### config.mk
export PLATFORM = sky130hd
export DESIGN_NAME = itaf_queue
export DESIGN_NICKNAME = d
export VERILOG_FILES = /design/src/design/itaf_pkg.sv /design/src/design/itaf_queue.sv
export SDC_FILE = /design/constraint.sdc
export NUM_CORES = 1
export LEC_CHECK = 0
export BUFFER_PORTS_ARGS = -buffer_cell sky130_fd_sc_hd__buf_4
export CAP_MARGIN = 5
export CELL_PAD_IN_SITES_DETAIL_PLACEMENT = 0
export CELL_PAD_IN_SITES_GLOBAL_PLACEMENT = 1
export CORE_MARGIN = 8
export CORE_UTILIZATION = 44
export CTS_CLUSTER_SIZE = 30
export DETAILED_ROUTE_END_ITERATION = 8
export PLACE_DENSITY_LB_ADDON = 0.1
export SLEW_MARGIN = 20
export SYNTH_ARGS = -nofsm -noshare
export SYNTH_HDL_FRONTEND = slang
export SYNTH_SLANG_ARGS = --single-unit
### constraint.sdc
create_clock -name aclk -period 3.7 [get_ports aclk]
set_clock_uncertainty 0.2 [all_clocks]
set_input_delay 0.185 -clock aclk [delete_from_list [all_inputs] [get_ports aclk]]
set_output_delay 0.185 -clock aclk [all_outputs]
set_load 0.05 [all_outputs]
### src/design/itaf_pkg.sv
// Types, constants and helper functions of the integer to ASCII formatter.
`default_nettype none
package itaf_pkg;

    typedef enum logic [1:0] {
        FUNC_SDEC = 2'd0,
        FUNC_UDEC = 2'd1,
        FUNC_HEX  = 2'd2,
        FUNC_PTR  = 2'd3
    } func_t;

    typedef struct packed {
        func_t       func;
        logic [63:0] value;
        logic        upper_case;
    } in_t;

    typedef struct packed {
        logic [7:0] character;
        logic [4:0] char_index;
        logic       last;
    } out_t;

    // One classified request as it travels from the front end to the back end.
    typedef struct packed {
        logic        is_dec;
        logic        neg;
        logic        is_ptr;
        logic        upper;
        logic [63:0] mag;
    } job_t;

    typedef enum logic [1:0] {
        BST_IDLE = 2'd0,
        BST_CONV = 2'd1,
        BST_EMIT = 2'd2
    } bst_t;

    localparam int QUEUE_DEPTH = 2;
    localparam int QUEUE_AW    = 1;

    localparam logic [7:0] CHAR_ZERO  = 8'h30;
    localparam logic [7:0] CHAR_X     = 8'h78;
    localparam logic [7:0] CHAR_MINUS = 8'h2d;
    localparam logic [7:0] CHAR_LA    = 8'h61;
    localparam logic [7:0] CHAR_UA    = 8'h41;

    // ceil(2^35 / 10): floor(v * RECIP_10 / 2^35) equals v / 10 for any 32-bit v.
    localparam logic [31:0] RECIP_10   = 32'hCCCC_CCCD;
    localparam int          RECIP_SHFT = 35;

    function automatic logic [7:0] digit_to_ascii(input logic [3:0] d, input logic upper);
        logic [7:0] d8;
        d8 = {4'b0000, d};
        if (d < 4'd10) begin
            return CHAR_ZERO + d8;
        end else begin
            return (upper ? CHAR_UA : CHAR_LA) + d8 - 8'd10;
        end
    endfunction

endpackage
`default_nettype wire

### src/design/itaf_queue.sv
// Two-entry queue that decouples the front end from the back end.
`default_nettype none
module itaf_queue (
    input  wire                 aclk,
    input  wire                 aresetn,
    input  wire                 push_valid,
    output logic                push_ready,
    input  wire itaf_pkg::job_t push_job,
    output logic                pop_valid,
    input  wire                 pop_ready,
    output itaf_pkg::job_t      pop_job
);

    itaf_pkg::job_t                 q_mem_reg [itaf_pkg::QUEUE_DEPTH];
    logic [itaf_pkg::QUEUE_AW-1:0]  wr_ptr_reg, wr_ptr_next;
    logic [itaf_pkg::QUEUE_AW-1:0]  rd_ptr_reg, rd_ptr_next;
    logic [itaf_pkg::QUEUE_AW:0]    count_reg, count_next;
    logic                           do_push, do_pop;

    assign push_ready = (count_reg != (itaf_pkg::QUEUE_AW + 1)'(itaf_pkg::QUEUE_DEPTH));
    assign pop_valid  = (count_reg != '0);
    assign pop_job    = q_mem_reg[rd_ptr_reg];
    assign do_push    = push_valid && push_ready;
    assign do_pop     = pop_valid && pop_ready;

    always_comb begin
        wr_ptr_next = do_push ? wr_ptr_reg + 1'b1 : wr_ptr_reg;
        rd_ptr_next = do_pop  ? rd_ptr_reg + 1'b1 : rd_ptr_reg;
        count_next  = count_reg;
        if (do_push && !do_pop) begin
            count_next = count_reg + 1'b1;
        end else if (do_pop && !do_push) begin
            count_next = count_reg - 1'b1;
        end
    end

    always_ff @(posedge aclk) begin
        if (!aresetn) begin
            wr_ptr_reg <= '0;
            rd_ptr_reg <= '0;
            count_reg  <= '0;
        end else begin
            wr_ptr_reg <= wr_ptr_next;
            rd_ptr_reg <= rd_ptr_next;
            count_reg  <= count_next;
        end
    end

    always_ff @(posedge aclk) begin
        if (do_push) begin
            q_mem_reg[wr_ptr_reg] <= push_job;
        end
    end

endmodule
`default_nettype wire

# Word-level counts from Yosys, hierarchy flattened

Memory sizes are Yosys's and may differ from the RTL's. A register that Yosys moved wholly into a read port is not among the register bits.
Cells that the tools add are included.

Output and inout port bits: 70
Logic and storage cells: 23
Memories kept: 1
Memory bits (writable): 136
Bits in registers: 4
Bits of input ports: 72

Eq/ne operators: 1
Multiplexer cells: 6
Add/subtract/negate cells: 4
Reductions and logical operators: 8

Memories:

| name      | words | bits a word | rd ports | clocked after Yosys merged registers in | wr ports | RTL line         | source |
|---|---|---|---|---|---|---|---|
| q_mem_reg | 2     | 68          | 1        | 1                                       | 1        | itaf_queue.sv:14 | `itaf_pkg::job_t q_mem_reg [itaf_pkg::QUEUE_DEPTH];` |

Operators by type and width:

| operator              | number |
|---|---|
| $logic_and A1 B1 Y1   | 4 |
| $mux W1               | 4 |
| $mux W2               | 2 |
| $reduce_bool A2 Y1    | 2 |
| $add A1 B1 Y1 const B | 2 |
| $add A2 B1 Y2 const B | 1 |
| $logic_not A1 Y1      | 2 |
| $ne A2 B2 Y1 const B  | 1 |
| $sub A2 B1 Y2 const B | 1 |

# Depth between registers and ports, before layout

Word-level depth: 6
Mapped depth: 6
Gate-level depth less buffers: 6

# Worst setup path before layout

OpenSTA, ideal clock, no wires.

Path type: flip-flop to flip-flop
Start point: register count_reg[0] (netlist bit)
End point: memory q_mem_reg[1][0] (netlist bit), enable pin
Arrival time: 2.326 ns
Path buffers: 0
Setup time: 0.434 ns
Cell stages (with the launch flop): 3
Required time: 3.066 ns
Setup slack: 0.741 ns
Clock period less this slack: 2.959 ns
Path through: dfxtp_1 nand2b_4 and3_1

Word-level cells in the longest chain between the ends: 4

RTL lines:

| item                          | RTL line         | source |
|---|---|---|
| start, declared               | itaf_queue.sv:17 | `logic [itaf_pkg::QUEUE_AW:0] count_reg, count_next;` |
| start signal, assigned        | itaf_queue.sv:45 | `count_reg <= count_next;` |
| $ne A2 B2 Y1                  | itaf_queue.sv:20 | `assign push_ready = (count_reg != (itaf_pkg::QUEUE_AW + 1)'(itaf_pkg::QUEUE_DEPTH));` |
| net push_ready                | itaf_queue.sv:7  | `output logic push_ready,` |
| $logic_and A1 B1 Y1           | itaf_queue.sv:23 | `assign do_push = push_valid && push_ready;` |
| $mux W1                       | itaf_queue.sv:50 | `if (do_push) begin` |
| $mux W1 (implied by the code) | itaf_queue.sv:51 | `q_mem_reg[wr_ptr_reg] <= push_job;` |
| end, declared                 | itaf_queue.sv:14 |  |

The timed path passes the listed nets, and every way through them passes these cells.

==> impl_metrics.py <==
metrics = {
    "timing": {
        "final.min_clock_period_ns": 2.49,
        "worstMarginPinSlew_ns": 1.05,
        "rsz0062_at_grt": "false",
        "relSlewSlack": 0.302,
        "setup_viol": 0,
        "fmax_mhz": 401,
        "hold_viol": 0,
        "maxSlewViolCount": 0,
        "finalWorstSetupSlack_ns": 1.21,
        "post-route-period-util": 0.674,
        "fin_tns_setup_ns": 0,
    },
    "cts": {
        "insertion_delay_ns": 0.40,
        "hold_buffers": 70,
        "clockBufferDepth": 2,
        "cts.sinks": 141,
        "clock-root-buffer": "clkbuf_16",
        "cts_tree": "built",
        "postCtsSetupBuffers": 0,
        "cts.repair.resized": 0,
        "cts_buffers": 17,
        "clkSlewWorstSetupHoldPaths_ns": 0.05,
        "ctsHtreeMaxLevel": 4,
    },
    "floorplanning": {
        "io_pins": 142,
        "start_util": 0.442,
        "die_w_um": 125,
        "dieHeight_um": 125,
        "placeableCoreArea_mm2": 0.0118,
        "num_rows": 40,
        "die_area_mm2": 0.0156,
    },
    "detailed_routing": {
        "vias_per_cell": 4.59,
        "wl_per_cell_um": 16.6,
        "drtIter0Drc": 159,
        "ant_nets": 0,
        "drc": 0,
        "dr.pass1.iters": 4,
        "vias": 2844,
        "finalWirelength_mm": 10.3,
    },
    "logic_synthesis": {
        "syn-num-nets": 309,
        "syn_inst": 236,
        "yosys_warnings": 0,
        "syn-cell-area_mm2": 0.00523,
        "synth_seq_cells": 141,
        "ys_seq_area_frac": 0.801,
        "synth.avg_cell_area_um2": 22.1,
        "synth_top_cell_by_area": "edfxtp_1",
        "ys_types": 22,
        "synth_top_area_share": 0.781,
        "yosys-top-cells-area": "edfxtp_1 78%, mux2_2 10%, mux2_4 5.7%",
    },
    "worst_hold_path": {
        "holdPathStages": 4,
        "min_path_type": "input port to flip-flop",
    },
    "global_route": {
        "grt.total_usage": 0.136,
        "grt_pass1_vias": 3260,
        "grt_overflow": 0,
        "grt_pass1_wl_mm": 16.2,
        "grt_max_degree": 69,
        "antenna_found_initial": 0,
    },
    "critical_path": {
        "reg2reg_to": "q_mem_reg[0][55]$_DFFE_PP_",
        "critPathRequiredTime_ns": 3.31,
        "crit_path_end_kind": "primary output",
        "reg2reg_from": "count_reg[0]$_SDFFE_PN0P_",
        "critPathMaxFanout": 68,
        "critPathMaxStageDelay_ns": 1.04,
        "crit_slowest_cell": "dfxtp_4",
        "rr_worst_depth": 4,
        "critical_path_class": "flip-flop to primary output",
        "endpoint": "pop_job[25]",
        "rrSetupSlack_ns": 1.59,
        "cp_cell_sequence": "mux2_2, buf_4",
        "cp-start-kind": "flip-flop",
        "crit_arrival_ns": 2.11,
    },
    "placement": {
        "io_buffers": 141,
        "post-place-ws_ns": 1.55,
        "gp_congestion": 0.669,
    },
    "power_and_ir_drop": {
        "vdd_drop_max_uv": 373,
        "switchingPower_mw": 1.98,
        "p_sw_frac": 0.329,
        "power_density_mw_per_mm2": 772,
        "p_clk_frac": 0.315,
        "pwr-share-seq": 0.360,
        "p_leak_nw": 2.99,
        "power_frac_comb": 0.326,
        "internal-power_mw": 4.05,
    },
    "layout": {
        "largest_reg_flops": 136,
        "final_nets": 532,
        "antenna_cells": 0,
        "layout-drive-gt1-share": 0.521,
        "area_delta_synth_final_pct": 49.5,
    },
    "status": {
        "status": "completed",
    },
    "run": {
        "drv_cap": 0,
    },
}
## kinds of logic (layout without fill, tap and decap cells)
| group | after synthesis | count (layout) | share of synthesized area |
|---|---|---|---|
| compound gates | 5 | 5 | 0.00670 |
| xor+xnor | 3 | 3 | 0.00503 |
| fa+ha+maj | 1 | 1 | 0.00239 |
| buf+inv | 9 | 245 | 0.0120 |
| flops | 141 | 141 | 0.801 |
| mux | 68 | 68 | 0.161 |
| simple gates | 9 | 9 | 0.0125 |
## final cells by class
cell class,instances,area [um2]
Clock buffer,21,460
Clock inverter,11,213
Fill cell,817,4000
Inverter,1,3.75
Multi-Input combinational cell,86,985
Sequential cell,141,4190
Tap cell,147,184
Timing Repair Buffer,212,1780
## placed cells by master (no fill, tap or decap), types with 2 or more instances in the layout
| cell type | n |
|---|---|
| clkbuf_16 | 17 |
| edfxtp_1 | 136 |
| mux2_2 | 48 |
| clkinv_2 | 2 |
| clkbuf_1 | 2 |
| clkbuf_8 | 2 |
| bufinv_16 | 6 |
| dfxtp_1 | 4 |
| clkinvlp_4 | 3 |
| mux2_4 | 20 |
| dlygate4sd3_1 | 70 |
| xnor2_1 | 2 |
| and2_1 | 4 |
| buf_4 | 141 |
## worst min path at each step
| stage | startpoint | to | slack (ns) |
|---|---|---|---|
| after global placement | push_job[0] | q_mem_reg[1][0]$_DFFE_PP_ | 0.17 |
| after floorplan | push_job[0] | q_mem_reg[0][0]$_DFFE_PP_ | 0.08 |
| after global routing | pop_ready | rd_ptr_reg$_SDFFE_PN0P_ | 0.09 |
| after detailed placement | push_job[40] | q_mem_reg[0][40]$_DFFE_PP_ | 0.17 |
| after CTS | pop_ready | flip-flop | 0.05 |
| final | pop_ready | flip-flop | 0.07 |
## critical path: cells and delay by family (launching register included)
family	cells	cell delay, ns
DFF	1	1.04
muxes	1	0.44
buffers and inverters	1	0.19
## layer usage
metal | GRT usage | routed length [um] | vias to the layer above
met5 | 0 | 0 | -
met4 | 0.0609 | 167 | 0
met3 | 0.0586 | 636 | 13
met2 | 0.237 | 5390 | 85
met1 | 0.138 | 4060 | 1367
li1 | - | - | 1379
## power by group through the flow
stage | Clock [mW] | Sequential, mW | Combinational [mW]
floorplan | 0 | 2.08 | 1.50
global placement | 0 | 2.20 | 1.93
detailed placement | 0 | 2.21 | 1.93
CTS | 1.94 | 2.18 | 1.99
global route | 1.99 | 2.20 | 2.05
finish | 1.90 | 2.17 | 1.96
## through the flow
| step | util | cell area (um2) | power [mW] | hold WS, ns | instances |
|---|---|---|---|---|---|
| after floorplan | - | 5230 | 3.58 | 0.0839 | 236 |
| after global placement | 0.545 | 6440 | 4.13 | 0.170 | 517 |
| after detailed placement | 0.545 | 6440 | 4.14 | 0.173 | 517 |
| after CTS | 0.661 | 7810 | 6.11 | 0.0526 | 619 |
| after global routing | 0.661 | 7810 | 6.24 | 0.0908 | 619 |
| final | 0.661 | 7810 | 6.03 | 0.0651 | 619 |
## synthesized netlist by cell type (all sizes together)
cell type	number
edfxtp	136
mux2	68
buf	7
dfxtp	5
and2	4
a21boi	2
o21ai	2
xnor2	2
a21bo	1
and3	1
clkbuf	1
ha	1
inv	1
nand2b	1
nand3b	1
or2	1
or3	1
xor2	1
Note: power is estimated with default switching activity, not from simulation.
