**src/design/itaf_pkg.sv**
```systemverilog
// Types, constants and helper functions of the integer to ASCII formatter.
`default_nettype none
package itaf_pkg;

    typedef enum logic [1:0] {
        FUNC_SDEC = 2'd0,
        FUNC_UDEC = 2'd1,
        FUNC_HEX  = 2'd2,
        FUNC_PTR  = 2'd3
    } func_t;

    typedef struct packed {
        func_t       func;
        logic [63:0] value;
        logic        upper_case;
    } in_t;

    typedef struct packed {
        logic [7:0] character;
        logic [4:0] char_index;
        logic       last;
    } out_t;

    // One classified request as it travels from the front end to the back end.
    typedef struct packed {
        logic        is_dec;
        logic        neg;
        logic        is_ptr;
        logic        upper;
        logic [63:0] mag;
    } job_t;

    typedef enum logic [1:0] {
        BST_IDLE = 2'd0,
        BST_CONV = 2'd1,
        BST_EMIT = 2'd2
    } bst_t;

    localparam int QUEUE_DEPTH = 2;
    localparam int QUEUE_AW    = 1;

    localparam logic [7:0] CHAR_ZERO  = 8'h30;
    localparam logic [7:0] CHAR_X     = 8'h78;
    localparam logic [7:0] CHAR_MINUS = 8'h2d;
    localparam logic [7:0] CHAR_LA    = 8'h61;
    localparam logic [7:0] CHAR_UA    = 8'h41;

    // ceil(2^35 / 10): floor(v * RECIP_10 / 2^35) equals v / 10 for any 32-bit v.
    localparam logic [31:0] RECIP_10   = 32'hCCCC_CCCD;
    localparam int          RECIP_SHFT = 35;

    function automatic logic [7:0] digit_to_ascii(input logic [3:0] d, input logic upper);
        logic [7:0] d8;
        d8 = {4'b0000, d};
        if (d < 4'd10) begin
            return CHAR_ZERO + d8;
        end else begin
            return (upper ? CHAR_UA : CHAR_LA) + d8 - 8'd10;
        end
    endfunction

endpackage
`default_nettype wire

```
**src/design/itaf_front.sv**
```systemverilog
// Front end: classifies a request into sign, base, prefix and magnitude.
`default_nettype none
module itaf_front #(
    parameter int POINTER_BITS = 64
) (
    input  wire itaf_pkg::in_t  s_payload,
    input  wire                 s_valid,
    output logic                s_ready,
    output logic                push_valid,
    input  wire                 push_ready,
    output itaf_pkg::job_t      push_job
);

    localparam logic [63:0] PTR_MASK = {64{1'b1}} >> (64 - POINTER_BITS);

    logic [31:0] low;
    logic        neg;

    assign low        = s_payload.value[31:0];
    assign s_ready    = push_ready;
    assign push_valid = s_valid;

    always_comb begin
        neg = 1'b0;
        push_job.is_dec = 1'b0;
        push_job.is_ptr = 1'b0;
        push_job.upper  = s_payload.upper_case;
        push_job.mag    = {32'd0, low};
        case (s_payload.func)
            itaf_pkg::FUNC_SDEC: begin
                neg = low[31];
                push_job.is_dec = 1'b1;
                // The negation wraps correctly for the most negative value.
                push_job.mag = {32'd0, (low[31] ? (32'd0 - low) : low)};
            end
            itaf_pkg::FUNC_UDEC: begin
                push_job.is_dec = 1'b1;
            end
            itaf_pkg::FUNC_HEX: begin
                push_job.is_dec = 1'b0;
            end
            itaf_pkg::FUNC_PTR: begin
                push_job.is_ptr = 1'b1;
                push_job.mag    = s_payload.value & PTR_MASK;
            end
            default: begin
                push_job.is_dec = 1'b0;
            end
        endcase
        push_job.neg = neg;
    end

endmodule
`default_nettype wire

```
**config.mk**
```make
export PLATFORM = sky130hd
export DESIGN_NAME = itaf_front
export DESIGN_NICKNAME = d
export VERILOG_FILES = /design/src/design/itaf_pkg.sv /design/src/design/itaf_front.sv
export SDC_FILE = /design/constraint.sdc
export NUM_CORES = 1
export LEC_CHECK = 0
export BUFFER_PORTS_ARGS = -buffer_cell sky130_fd_sc_hd__buf_2
export CAP_MARGIN = 20
export CORE_UTILIZATION = 40
export DETAILED_ROUTE_END_ITERATION = 7
export PLACE_DENSITY = 0.87
export SYNTH_ARGS = -nofsm -noshare
export SYNTH_HDL_FRONTEND = slang
export SYNTH_SLANG_ARGS = --single-unit
```
**constraint.sdc**
```tcl
create_clock -name vclk -period 3.05
set_clock_uncertainty 0.15 [all_clocks]
set_input_delay 0 -clock vclk [all_inputs]
set_output_delay 0 -clock vclk [all_outputs]
set_load 0.02 [all_outputs]
```
**Word level (Yosys, flattened, before mapping)**

Index checks and enable logic that the tools add are counted.

- Register bits after elaboration: 0
- Word-level logic and storage cells: 10

- Reduce and logical (&&, ||, !) cells: 2
- Eq/ne operators: 2
- Add/subtract/negate cells: 1
- Multiplexer cells: 5

Operators with widths:

| kind | count |
|---|---|
| 64-bit one-hot mux with 2 select lines | 1 |
| 32-bit two-way mux | 1 |
| 1-bit by 32-bit subtractor with 32-bit output, first input constant | 1 |
| 1-bit two-way mux | 3 |
| 2-bit by 1-bit == test with 1-bit output, second input constant | 1 |
| 2-bit == test, second input constant | 1 |
| 2-bit logical NOT | 1 |
| 2-bit OR reduction | 1 |

**Logic depth before layout (Yosys ltp)**

Gate-level depths: netlist of the first run.

- Depth after elaboration: 3
- Depth in mapped cells: 8

**Worst setup path before layout of the first run**

Ideal clock, no wire load.

- Path type: input -> output
- Start point: input s_payload[66] (netlist name)
- End point: output push_job[16] (netlist name)
- Stages: 7
- Data arrival time: 1793 ps
- Data required time: 2900 ps
- Path buffers: 1
- Setup slack: 1107 ps
- Cells stage by stage: inv_1 -> ha_1 -> clkbuf_1 -> inv_1 -> nor2_1 -> nand2_1 -> o311ai_0

RTL lines:

| what | RTL line | text |
|---|---|---|
| start: declaration | itaf_front.sv:6 | `input wire itaf_pkg::in_t s_payload,` |
| end: declaration | itaf_front.sv:11 | `output itaf_pkg::job_t push_job` |

==> summary.txt, run 1 <==
total routing resource utilization after global routing -> 0.288
share of the cycle needed by the critical path after routing -> 0.694
wire length of the first global-routing pass -> 9.47 mm
area fraction of the dominant cell type after synthesis -> 0.142
maximum resistive drop on vdd -> 0.0777 mV
Worst Path Max Fanout -> 35
GRT met1 Usage -> 0.367
DRC violations left -> 0
endpoint type of the worst setup path -> output port
worst endpoint required time -> 2900 ps
top-level I/O count -> 139
critical path depth -> 6
diode insertion count for antenna repair -> 0
number of antenna violations at the first check in global routing -> 0
Core Box Area -> 3420 um^2
global-route congestion overflow total -> 0
fraction of final layout cells sized beyond drive strength 1 -> 0.391
worst-case hold path end point -> push_job[34]
startpoint of the worst hold path -> s_payload[35]
Final HPWL DP -> 4.58 mm
top cell type by total area after synthesis -> sky130_fd_sc_hd__and2_1
Post-Syn Nets -> 324
Cell Count, Final, Fillers Out -> 412
portion of the post-synthesis area used by sequential elements -> 0
met3 track demand over resource in global routing -> 0.0331
Sequential cell area -> 0 um^2
nature of the critical path startpoint -> input port
unique cell type count in the Yosys netlist -> 38
die area -> 3870 um^2
post-detailed-route count of antenna-violating nets -> 0
leakage power -> 1.06 nW
drt wl/cell -> 14.1 um
Crit path largest cell delay -> 680 ps
via count of the routed design -> 2348
number of global-route vias before repair -> 2003
largest net degree at the start of global routing -> 36
gate count of the mapped netlist -> 251
number of maximum-capacitance violations -> 0
post-synthesis area per instance -> 5.78 um^2
Initial Utilization -> 0.425
Placed Instance Area -> 2080 um^2
Power per Cell Area -> 173 nW/um^2
initial drt markers -> 118
total of buffers placed on input and output ports -> 133
setup repair after global routing missed its margin -> no
gate family responsible for the most delay along the worst path -> adder cells
clk_buf instances -> 0
Most Used Layer, Global Route -> met2
Most Frequent Cell on Critical Path -> sky130_fd_sc_hd__buf_2
number of slew-limit violations in the final report -> 0
global placer's final weighted congestion -> 0.857
FILL cells -> 336
area growth from synthesis to layout -> 45.7%
Data arrival, critical path -> 1970 ps
Min Clock Period, post-route -> 2120 ps
net count reported at finish -> 441
vias per inst -> 5.70
Achievable Freq -> 472 MHz
Total Negative Setup Slacks -> 0 ps
Tightest Pin Transition -> 803 ps
area of the mapped netlist -> 1450 um^2
chip width -> 62.2 um
PostCTS Resize Cnt -> 0
buffers and inverters on the worst path -> 2
seq_cells -> 0
Initial DRT Pass Iterations -> 4
Worst slew margin -> 0.465
result of the run -> complete, no violations
Finished Cell Area -> 2110 um^2
hold-critical path depth -> 3
slowest CP cell -> sky130_fd_sc_hd__ha_1
# setup viols final -> 0
worst-path cell chain -> buf_2 -> ha_1 -> or2_2 -> o21ai_0 -> o311ai_0 -> buf_2
synthesis warning total -> 0
critical path type -> input port to output port
Die Y -> 62.2 um
top cells by area, synth -> sky130_fd_sc_hd__and2_1 (14%), sky130_fd_sc_hd__o21ai_0 (9.3%), sky130_fd_sc_hd__nand2_1 (8.3%), sky130_fd_sc_hd__nand3_1 (6.9%), sky130_fd_sc_hd__clkbuf_1 (4.7%)
Hold Violations, Final -> 0
Post-CTS Setup Repair Bufs -> 0
std cell rows -> 21
met2 global-route usage -> 0.516
final wirelength -> 5.83 mm
cell count after placement -> 409
worst min path class -> input port to output port
[kinds of logic after synthesis]
kind of cell,synth area share
buffers and inverters,0.0984
adder cells (fa/ha/maj),0.0345
multiplexers,0.0276
AND/OR/NAND/NOR,0.519
AO/OA/AOI/OAI,0.321
[cell usage in the layout, fill, tap and decap left out, types with 2 or more instances in the layout]
cell and instances:
sky130_fd_sc_hd__and2_1 33, sky130_fd_sc_hd__o22ai_1 4, sky130_fd_sc_hd__a21oi_1 13, sky130_fd_sc_hd__nand2b_1 2
sky130_fd_sc_hd__o311ai_0 6, sky130_fd_sc_hd__buf_2 133, sky130_fd_sc_hd__o21ai_0 27, sky130_fd_sc_hd__nand2_1 32
sky130_fd_sc_hd__nor3_1 7, sky130_fd_sc_hd__or3_1 6, sky130_fd_sc_hd__nor2_1 15, sky130_fd_sc_hd__mux2i_1 4
sky130_fd_sc_hd__nor4_1 6, sky130_fd_sc_hd__a22o_1 2, sky130_fd_sc_hd__o41ai_1 5, sky130_fd_sc_hd__nor4_2 3
sky130_fd_sc_hd__o31a_1 2, sky130_fd_sc_hd__inv_1 11, sky130_fd_sc_hd__or2_2 2, sky130_fd_sc_hd__nand4_1 4
sky130_fd_sc_hd__dlygate4sd3_1 3, sky130_fd_sc_hd__ha_1 4, sky130_fd_sc_hd__o211ai_1 3, sky130_fd_sc_hd__o31ai_1 5
sky130_fd_sc_hd__nand3_1 20
[stage by stage]
stage               worst slack, ps  utilization  hold WS [ps]  total power, mW
global placement                991        0.610          -150            0.351
CTS                             927        0.619           173            0.363
finish                          933        0.619           172            0.366
floorplan                      1110            -         -37.4            0.221
global route                    648        0.619           177            0.397
detailed placement              908        0.610          -150            0.355
[repair_timing]
| item | CTS | global route |
|---|---|---|
| endpoints found under the setup margin | 0 | 0 |
| hold endpoints to repair | 3 | 0 |
| hold buffers | 3 | 0 |
[report_power, final]
part           internal [mW]  switching, mW  total, mW
registers                  0              0          0
logic                  0.132          0.235      0.366
clock network              0              0          0
[worst max-delay path by stage]
stage	slack, ps	to	from
after floorplan	1110	push_job[16]	s_payload[66]
after global placement	990	push_job[16]	s_payload[65]
after detailed placement	910	push_job[16]	s_payload[65]
after CTS	930	push_job[16]	s_payload[65]
after global routing	650	push_job[16]	s_payload[65]
final	930	push_job[16]	s_payload[65]
[synthesized netlist by cell type, drive strengths merged]
library cell	number
and2	33
nand2	32
o21ai	27
nand3	20
clkbuf	18
nor2	15
a21oi	13
inv	11
nor4	10
nor3	7
or3	7
o311ai	6
o41ai	6
o31ai	5
buf	4
ha	4
mux2i	4
nand4	4
o22ai	4
o211ai	3
a22o	2
nand2b	2
o31a	2
or2	2
or4	2
a211o	1
and3	1
clkinv	1
nand3b	1
nor2b	1
o21a	1
o21bai	1
o221ai	1
[final cells by class]
class / instances / area [um^2] / area share
Tap cell: 46 / 57.6 / 0.0272
Multi-Input combinational cell: 217 / 1310 / 0.619
Timing Repair Buffer: 137 / 703 / 0.333
Inverter: 12 / 45.0 / 0.0213
[per-layer routing]
metal | wire length (um) | vias up
li1 | - | 1147
met1 | 2400 | 1052
met2 | 2790 | 139
met3 | 508 | 10
met4 | 129 | 0
met5 | 0 | -
(Power assumes the default switching activity.)
==> inputs of run 2 (changes only) <==
CORE_UTILIZATION = 39   (was 40)
PLACE_DENSITY = 0.85   (was 0.87)
clock period = 2.1 ns   (was 3.05 ns; I/O delays follow)
==> summary.txt, run 2 (same netlist as run 1, synthesis figures left out) <==
result of the run -> complete, no violations
Sequential cell area -> 0 um^2 (unchanged)
Data arrival, critical path -> 1760 ps (-210 ps)
DRC violations left -> 0 (unchanged)
maximum resistive drop on vdd -> 0.130 mV (+68%)
Initial Utilization -> 0.421 (-0.00324)
initial drt markers -> 144 (+22%)
nature of the critical path startpoint -> input port
Tightest Pin Transition -> 515 ps (-288 ps)
area growth from synthesis to layout -> 51.9%
Worst Path Max Fanout -> 6 (-83%)
Final HPWL DP -> 4.54 mm (-0.98%)
drt wl/cell -> 13.5 um (-4.6%)
Min Clock Period, post-route -> 1910 ps
endpoint type of the worst setup path -> output port
Core Box Area -> 3440 um^2 (+0.77%)
global-route congestion overflow total -> 0 (unchanged)
total of buffers placed on input and output ports -> 133 (unchanged)
leakage power -> 1.12 nW (+5.6%)
number of antenna violations at the first check in global routing -> 0 (unchanged)
Cell Count, Final, Fillers Out -> 424 (+2.9%)
post-detailed-route count of antenna-violating nets -> 0 (unchanged)
# setup viols final -> 0 (unchanged)
FILL cells -> 347 (+3.3%)
most common library cell in the layout ignoring fill and taps -> sky130_fd_sc_hd__buf_2
Die Y -> 63.0 um (+1.2%)
net count reported at finish -> 453 (+2.7%)
setup repair after global routing missed its margin -> no
chip width -> 63.0 um (+1.2%)
std cell rows -> 21 (unchanged)
total routing resource utilization after global routing -> 0.269 (-0.0195)
critical path type -> input port to output port
top-level I/O count -> 139 (unchanged)
Hold Violations, Final -> 0 (unchanged)
Achievable Freq -> 523 MHz
diode insertion count for antenna repair -> 0 (unchanged)
vias per inst -> 5.47 (-4.1%)
worst min path class -> input port to output port
number of global-route vias before repair -> 2036 (+1.6%)
final wirelength -> 5.72 mm (-1.8%)
hold-critical path depth -> 3 (unchanged)
cell count after placement -> 421 (+2.9%)
wire length of the first global-routing pass -> 9.14 mm (-3.5%)
share of the cycle needed by the critical path after routing -> 0.911
Worst slew margin -> 0.657 (+0.192)
via count of the routed design -> 2318 (-1.3%)
seq_cells -> 0 (unchanged)
number of maximum-capacitance violations -> 0 (unchanged)
number of slew-limit violations in the final report -> 0 (unchanged)
fraction of final layout cells sized beyond drive strength 1 -> 0.410 (+0.0193)
Power per Cell Area -> 246 nW/um^2 (+42%)
clk_buf instances -> 0 (unchanged)
Post-CTS Setup Repair Bufs -> 0 (unchanged)
leading cell types in the layout, fill and taps excluded -> sky130_fd_sc_hd__buf_2 (133), sky130_fd_sc_hd__and2_1 (33), sky130_fd_sc_hd__nand2_1 (32)
global placer's final weighted congestion -> 0.871 (+1.6%)
PostCTS Resize Cnt -> 0 (unchanged)
worst endpoint required time -> 1950 ps (-950 ps)
largest net degree at the start of global routing -> 35 (-2.8%)
Initial DRT Pass Iterations -> 5 (+1)
die area -> 3970 um^2 (+2.5%)
Total Negative Setup Slacks -> 0 ps (unchanged)
==> run 2: changes by cell type in the layout (fill, tap and decap cells not counted), sizes merged <==
cell and change:
buf +12
==> run 2: final cells by class <==
type	count	area, um^2	area share
multi-input combinational	217	1310	0.593
tap	46	57.6	0.0261
timing repair buffer	149	793	0.360
inverter	12	45.0	0.0204
==> run 2: per-stage QoR <==
stage                     worst slack [ps]  instance area (um^2)  power [mW]  hold slack, ps   util
final                                  186                  2200       0.542             173  0.640
after global routing                  97.5                  2200       0.586             179  0.640
after CTS                              200                  2200       0.539             174  0.640
after detailed placement               220                  2170       0.529            -150  0.631
after global placement                 220                  2170       0.521            -150  0.631
after floorplan                        157                  1450       0.321           -37.4      -
==> run 2: worst paths after layout <==
path | start | to | slack (ps)
max | s_payload[25] | push_job[29] | 190
min | s_payload[46] | push_job[45] | 170
==> run 2: power by group <==
group	internal (mW)	total [mW]	leakage (nW)	switching, mW
clock	0	0	0	0
combinational	0.201	0.542	1.12	0.341
sequential	0	0	0	0
total	0.201	0.542	1.12	0.341
==> run 2: timing repair <==
item / 4_1_cts / 5_1_grt
hold buffers: 3 / 0
endpoints found under the setup margin: 0 / 0
hold endpoints to repair: 3 / 0
==> run 2: routing by layer <==
layer,up-vias,share of wire,track usage
li1,1172,-,-
met1,1025,0.44,0.361
met2,119,0.48,0.477
met3,2,0.082,0.0201
met4,0,0.0012,0.0203
met5,-,0,0
==> run 2: worst max-delay path, cell delays in order <==
cell and delay [ps]:
sky130_fd_sc_hd__buf_2 130, sky130_fd_sc_hd__or4_4 520, sky130_fd_sc_hd__or3_4 350, sky130_fd_sc_hd__nor3_1 330, sky130_fd_sc_hd__nor2_1 70, sky130_fd_sc_hd__o211ai_1 170, sky130_fd_sc_hd__buf_2 190
